### src/hw/rtl/csmv_pkg.sv
// ----------------------------------------------------------------------------
// csmv_pkg
// Shared types and constants for the sparse matrix-vector core: action
// codes, default sizes and the controller/datapath command and status.
// ----------------------------------------------------------------------------
`default_nettype none

package csmv_pkg;

    localparam int DEF_ROWS = 64;
    localparam int DEF_COLS = 64;

    localparam int IDX_W  = 6;
    localparam int WORD_W = 32;

    typedef logic [1:0] t_action;

    localparam t_action ACT_LOAD    = 2'd0;
    localparam t_action ACT_NONZERO = 2'd1;
    localparam t_action ACT_FINISH  = 2'd2;

    // Commands from controller to datapath
    typedef struct packed {
        logic capture;    // register the accepted item
        logic vec_wr;     // write vector element
        logic mem_rd;     // read vector[col] and accumulator[row]
        logic mul_en;     // register value * vector element
        logic acc_wr;     // write back accumulator[row]
        logic sweep_clr;  // restart the row counter
        logic sweep_rd;   // read accumulator at the row counter
        logic out_load;   // move swept sum into the output register
    } t_dp_cmd;

    // Status from datapath to controller
    typedef struct packed {
        t_action action;
        logic    ld_ok;       // load column within the vector
        logic    nz_ok;       // nonzero row and column in range
        logic    sweep_last;  // row counter at the final row
        logic    out_free;    // output register can take a transfer
    } t_dp_sts;

endpackage

`default_nettype wire

### src/hw/rtl/csmv_ctrl.sv
// ----------------------------------------------------------------------------
// csmv_ctrl
// Controller state machine: sequences load, multiply-accumulate and the
// finish sweep over the datapath.
// ----------------------------------------------------------------------------
`default_nettype none

module csmv_ctrl import csmv_pkg::*; (
    input  wire     i_clk,
    input  wire     i_rst_n,
    input  wire     i_accept,
    input  t_dp_sts i_sts,
    output logic    o_ready,
    output t_dp_cmd o_cmd
);

    localparam logic [2:0] S_IDLE   = 3'd0;
    localparam logic [2:0] S_DISP   = 3'd1;
    localparam logic [2:0] S_NZ_MUL = 3'd2;
    localparam logic [2:0] S_NZ_WR  = 3'd3;
    localparam logic [2:0] S_FIN_RD = 3'd4;
    localparam logic [2:0] S_FIN_OUT = 3'd5;

    logic [2:0] r_state;
    logic [2:0] n_state;

    always_ff @(posedge i_clk) begin
        if (!i_rst_n) begin
            r_state <= S_IDLE;
        end else begin
            r_state <= n_state;
        end
    end

    always_comb begin
        n_state = r_state;
        o_cmd   = '0;
        o_ready = 1'b0;
        unique case (r_state)
            S_IDLE: begin
                o_ready     = 1'b1;
                o_cmd.capture = i_accept;
                if (i_accept) begin
                    n_state = S_DISP;
                end
            end
            S_DISP: begin
                priority if (i_sts.action == ACT_LOAD) begin
                    o_cmd.vec_wr = i_sts.ld_ok;
                    n_state      = S_IDLE;
                end else if (i_sts.action == ACT_NONZERO && i_sts.nz_ok) begin
                    o_cmd.mem_rd = 1'b1;
                    n_state      = S_NZ_MUL;
                end else if (i_sts.action == ACT_FINISH) begin
                    o_cmd.sweep_clr = 1'b1;
                    n_state         = S_FIN_RD;
                end else begin
                    n_state = S_IDLE;
                end
            end
            S_NZ_MUL: begin
                o_cmd.mul_en = 1'b1;
                n_state      = S_NZ_WR;
            end
            S_NZ_WR: begin
                o_cmd.acc_wr = 1'b1;
                n_state      = S_IDLE;
            end
            S_FIN_RD: begin
                o_cmd.sweep_rd = 1'b1;
                n_state        = S_FIN_OUT;
            end
            S_FIN_OUT: begin
                if (i_sts.out_free) begin
                    o_cmd.out_load = 1'b1;
                    n_state        = i_sts.sweep_last ? S_IDLE : S_FIN_RD;
                end
            end
            default: begin
                n_state = S_IDLE;
            end
        endcase
    end

endmodule

`default_nettype wire

### config.mk
export PLATFORM = sky130hd
export DESIGN_NAME = csmv_ctrl
export DESIGN_NICKNAME = d
export VERILOG_FILES = /design/src/hw/rtl/csmv_pkg.sv /design/src/hw/rtl/csmv_ctrl.sv
export SDC_FILE = /design/constraint.sdc
export NUM_CORES = 1
export LEC_CHECK = 0
export BUFFER_PORTS_ARGS = -buffer_cell sky130_fd_sc_hd__buf_4
export CAP_MARGIN = 10
export CORE_AREA = 4 4 41 43
export CTS_CLUSTER_DIAMETER = 40
export DETAILED_ROUTE_END_ITERATION = 10
export DIE_AREA = 0 0 45 47
export PLACE_DENSITY_LB_ADDON = 0.08
export SLEW_MARGIN = 20
export SYNTH_ARGS = -nofsm -noshare
export SYNTH_HDL_FRONTEND = slang
export SYNTH_SLANG_ARGS = --single-unit
export TNS_END_PERCENT = 10
### constraint.sdc
create_clock -name i_clk -period 1 [get_ports i_clk]
set_input_delay 0.15 -clock i_clk [delete_from_list [all_inputs] [get_ports i_clk]]
set_output_delay 0.15 -clock i_clk [all_outputs]
set_load 0.01 [all_outputs]
-- After elaboration in Yosys (flattened, before gate mapping)
Cells that the tools add are included.
- register bits: 3
- latch bits: 0
- RAM bits: 0
- bits in read-only memories: 0
- output and inout bits: 9
- logic and storage cells: 36
- memories: 0
- $add $sub $neg: 0
- $mul: 0
- divide/modulo/power cells: 0
- magnitude comparators: 0
- equal/unequal tests: 9
- shift operators: 0
- multiplexer cells: 22
- bitwise logic cells: 0
- reduce and logical (&&, ||, !) cells: 4
- operators with widths (kind ; number):
    3-bit two-way mux ; 6
    3-bit one-hot mux with 5 select lines ; 1
    1-bit two-way mux ; 14
    3-bit by 2-bit == test with 1-bit output (second input constant) ; 2
    3-bit == test (second input constant) ; 2
    2-bit inequality test (second input constant) ; 2
    3-bit by 1-bit == test with 1-bit output (second input constant) ; 1
    3-bit logical NOT ; 1
    2-bit by 1-bit == test with 1-bit output (second input constant) ; 1
    2-bit == test (second input constant) ; 1
    2-bit logical NOT ; 1
    2-bit two-way mux ; 1
    2-bit AND reduction ; 1
    1-bit logical AND ; 1

-- Depth between registers and ports, before layout
- word-level depth: 5
- mapped depth: 5
- depth with buffers taken out: 4

-- Worst setup path before layout
Ideal clock, no wire load.
- path type: flip-flop to output port
- start point: register r_state[1]
- end point: output port o_cmd[2] (netlist bit)
- arrival time: 1.051 ns
- setup slack: -0.201 ns
- cell stages (with the launch flop): 4
- cells stage by stage: dfxtp_1 > buf_6 > nand2b_1 > nor4b_1
- RTL lines (what ; line ; source):
    start: declaration ; csmv_ctrl.sv:24 ; logic [2:0] r_state;
    start signal: assignment ; csmv_ctrl.sv:31 ; r_state <= n_state;
    end: declaration ; csmv_ctrl.sv:14 ; output t_dp_cmd o_cmd

==> results by group <==
Layout
  – Number of antenna diodes: 0
  – Most flop-heavy register: r_state
  – Area growth from synthesis to layout: 117%
  – Share of layout cells above drive strength 1: 0.726
  – Biggest registers after layout: r_state x3
  – Flip-flop count of the largest register after layout: 3
  – Post-layout net count: approximately 70
  – Fraction of the core area covered by cells at the end of the flow: 0.429

CTS
  – Number of clock buffers inserted by TritonCTS: 3
  – Number of levels the H-tree was split into: 1
  – Source-to-sink clock delay at the later pin of the worst-skew pair: ~0.24 ns
  – Clock transition at the registers of the reported paths: about 0.040 ns
  – CTS tree: done
  – Longest Clk Path Bufs: 2
  – Clock root buffer: sky130_fd_sc_hd__clkbuf_4
  – Number of clock sinks: 3

Placed design
  – Post-DP HPWL: slightly above 600 µm
  – Placer's final routability congestion estimate: about 0.8
  – Number of buffer cells added on primary ports: 17

Yosys
  – Number of enable flip-flop cells after synthesis: 0
  – Cell type with the highest aggregate area in the netlist: sky130_fd_sc_hd__dfxtp_1
  – Most numerous cell types in the synthesized netlist: sky130_fd_sc_hd__dfxtp_1 (3), sky130_fd_sc_hd__nand3_1 (3), sky130_fd_sc_hd__nor2_1 (3), sky130_fd_sc_hd__nor3b_1 (3)
  – Number of nets produced by synthesis: between 40 and 50
  – Cell variety after synth: 21
  – Post-synthesis sequential element count: 3
  – Synth Flop Type: sky130_fd_sc_hd__dfxtp_1
  – Cell types occupying the most area after synthesis: sky130_fd_sc_hd__dfxtp_1 (23%), sky130_fd_sc_hd__nor3b_1 (8.7%), sky130_fd_sc_hd__nor3_2 (7.8%)
  – Register area share after synthesis: 0.233
  – Synth Area per Inst: 7.81 µm²
  – Asr flop ratio synth: 0
  – Total standard cell area after synthesis: between 200 and 300 µm²
  – Cells after Synth: 33
  – Synth warn: 0
  – Share of the synthesized area in the top cell type: 0.233

Pwr
  – Power density over the cells: between 800 and 900 nW/µm²
  – Internal power of the cells: ~0.36 mW
  – Final Total Pwr: 0.486 mW
  – Fraction of power consumed by combinational cells: 0.279
  – Worst IR drop on VDD: around 0.50 mV
  – Sw frac: 0.270
  – Share of power burned in the clock network: 0.451
  – Leakage component of the power: 0.255 nW
  – Psw: 0.131 mW
  – Relative contribution of sequential cells to total power: 0.270

Global routing
  – Overall global routing resource usage: 0.0947
  – Number of antenna violations at the first check in global routing: 0
  – First-pass GRT wire length: 1390 µm
  – Maximum number of pins on one net before global-route repair: 11
  – Via count of the first global-routing pass: 333
  – Overflow left after global routing: 0

Critical path
  – Critical path required time: 0.85 ns
  – CP Buf/Inv Count: 2
  – CP arrival: between 1 and 1.5 ns
  – Category of the worst setup path capture point: output port
  – Worst Path Class, Setup: flop to output port
  – Maximum fanout encountered on the critical timing path: 4
  – Kind of cell adding the most delay to the critical path: flip-flops
  – Worst setup SP type: flop
  – Cell-by-cell listing of the critical path: buf_6 > nor3_4 > and2_1 > buf_4
  – CP max stage delay: 0.36 ns
  – Max stage delay cell, worst path: sky130_fd_sc_hd__dfxtp_4

Timing
  – Hold violation total from the final report: 0
  – Tmin final: 1.32 ns
  – Setup ws final: -0.323 ns
  – Final worst-path cycle share: 1.32
  – Worst slew margin relative to its limit: 0.876
  – Final slew viol count: 0
  – Clock Skew: approximately 0.0006 ns
  – Maximum clock frequency: approximately 760 MHz
  – Worst slew pin tran: between 0.15 and 0.2 ns
  – Setup-violating endpoint count in the final report: 11
  – RSZ-0062 raised after global routing: yes

Min path
  – Hold crit path type: input port to flop

Floorplan
  – Number of standard-cell rows in the floorplan: 13
  – Initial core utilization: 0.198
  – Placeable core region: ~1300 µm²
  – Width of the chip: about 45 µm
  – Number of top-level pins: 18
  – Die area: around 2100 µm²
  – Floorplan die height: around 47 µm

Routing
  – Via count: 347
  – Antenna violation net count after detailed routing: 0
  – Post-detailed-route wirelength per cell: around 11 µm
  – Count of TritonRoute iterations in the first routing pass: 2
  – Number of vias per cell after detailed routing: ~4.5
  – Post-Route WL: roughly 860 µm
  – DRC errors left: 0
  – Drt initial violations: 4

Flow run
  – Count of max-cap constraint violations: 0

Run status
  – Failing checks: negative setup slack
  – Outcome: finished, violations left
[worst reg2reg max path: stages (launching register included)]
cell,delay (ns)
sky130_fd_sc_hd__dfxtp_2,0.35
sky130_fd_sc_hd__nand2b_4,0.15
sky130_fd_sc_hd__nor3_4,0.04
sky130_fd_sc_hd__buf_4,0.13
sky130_fd_sc_hd__buf_4,0.12
sky130_fd_sc_hd__buf_4,0.12
sky130_fd_sc_hd__a31oi_1,0.16
sky130_fd_sc_hd__nor2_1,0.05
[logic make-up after synthesis]
kind of cell	Yosys count	share of synthesized area
simple gates	21	0.558
buf+inv	3	0.0776
flops	3	0.233
compound gates	6	0.131
[power by group through the flow]
stage               sequential [mW]  combinational, mW  clock [mW]
floorplan                     0.131             0.0448           0
global placement              0.132              0.110           0
detailed placement            0.133              0.111           0
CTS                           0.134              0.126       0.233
global route                  0.132              0.147       0.249
finish                        0.131              0.136       0.219
[per-stage QoR]
step | TNS, ns | cell area [µm²] | hold WS (ns) | cells | worst slack, ns
final | -2.52 | 558 | 0.153 | 77 | -0.323
after global routing | -3.16 | 558 | 0.166 | 77 | -0.376
after CTS | -2.86 | 523 | 0.145 | 76 | -0.353
after detailed placement | -1.09 | 447 | 0.396 | 70 | -0.166
after global placement | -1.08 | 447 | 0.397 | 70 | -0.185
after floorplan | -0.334 | 264 | 0.284 | 33 | -0.0856
[routing by layer]
metal,global-route usage,part of all wire
met5,0,0
met4,0.0526,0
met3,0.0460,0.084
met2,0.172,0.53
met1,0.0862,0.38
[repair_timing]
item                                    in CTS  in global routing
endpoints found under the setup margin      12                 12
resized for setup                            9                  8
hold buffers                                 0                  0
pin swaps                                    3                  6
cloned                                       0                  0
setup buffers                                2                  1
[final cells by class]
cell class / instances / area [µm²]
sequential: 3 / 68.8
timing repair buffer: 27 / 221
fill: 137 / 743
tap: 15 / 18.8
clock buffer: 4 / 26.3
inverter: 1 / 3.75
multi-input combinational: 27 / 219
[path summary, 6_finish.rpt]
path	depth (start not counted)	to	slack [ns]	startpoint
max	4	o_cmd[7]	-0.32	r_state[0]
min	3	r_state[0]	0.15	i_accept
max reg2reg	7	r_state[1]	-0.23	r_state[1]
min reg2reg	3	r_state[1]	0.59	r_state[1]
[cell usage in the layout (no fill, tap or decap)]
master,instances
sky130_fd_sc_hd__and2_1,1
sky130_fd_sc_hd__buf_4,22
sky130_fd_sc_hd__and3_1,1
sky130_fd_sc_hd__and3b_2,1
sky130_fd_sc_hd__dfxtp_4,2
sky130_fd_sc_hd__and3_2,1
sky130_fd_sc_hd__nand3_1,3
sky130_fd_sc_hd__nor2_2,1
sky130_fd_sc_hd__a21boi_1,1
sky130_fd_sc_hd__nand2b_1,1
sky130_fd_sc_hd__nor3b_2,3
sky130_fd_sc_hd__nor2_1,2
sky130_fd_sc_hd__inv_2,1
sky130_fd_sc_hd__nor4b_2,1
sky130_fd_sc_hd__nor3_4,2
sky130_fd_sc_hd__clkbuf_4,3
sky130_fd_sc_hd__buf_6,5
sky130_fd_sc_hd__o21ai_1,2
sky130_fd_sc_hd__a31oi_1,1
sky130_fd_sc_hd__nor3b_1,1
sky130_fd_sc_hd__o21ai_0,2
sky130_fd_sc_hd__nor3_1,1
sky130_fd_sc_hd__nand2b_4,1
sky130_fd_sc_hd__dfxtp_2,1
sky130_fd_sc_hd__nor2b_2,1
sky130_fd_sc_hd__clkbuf_1,1
Power figures use the tool's default switching activity.
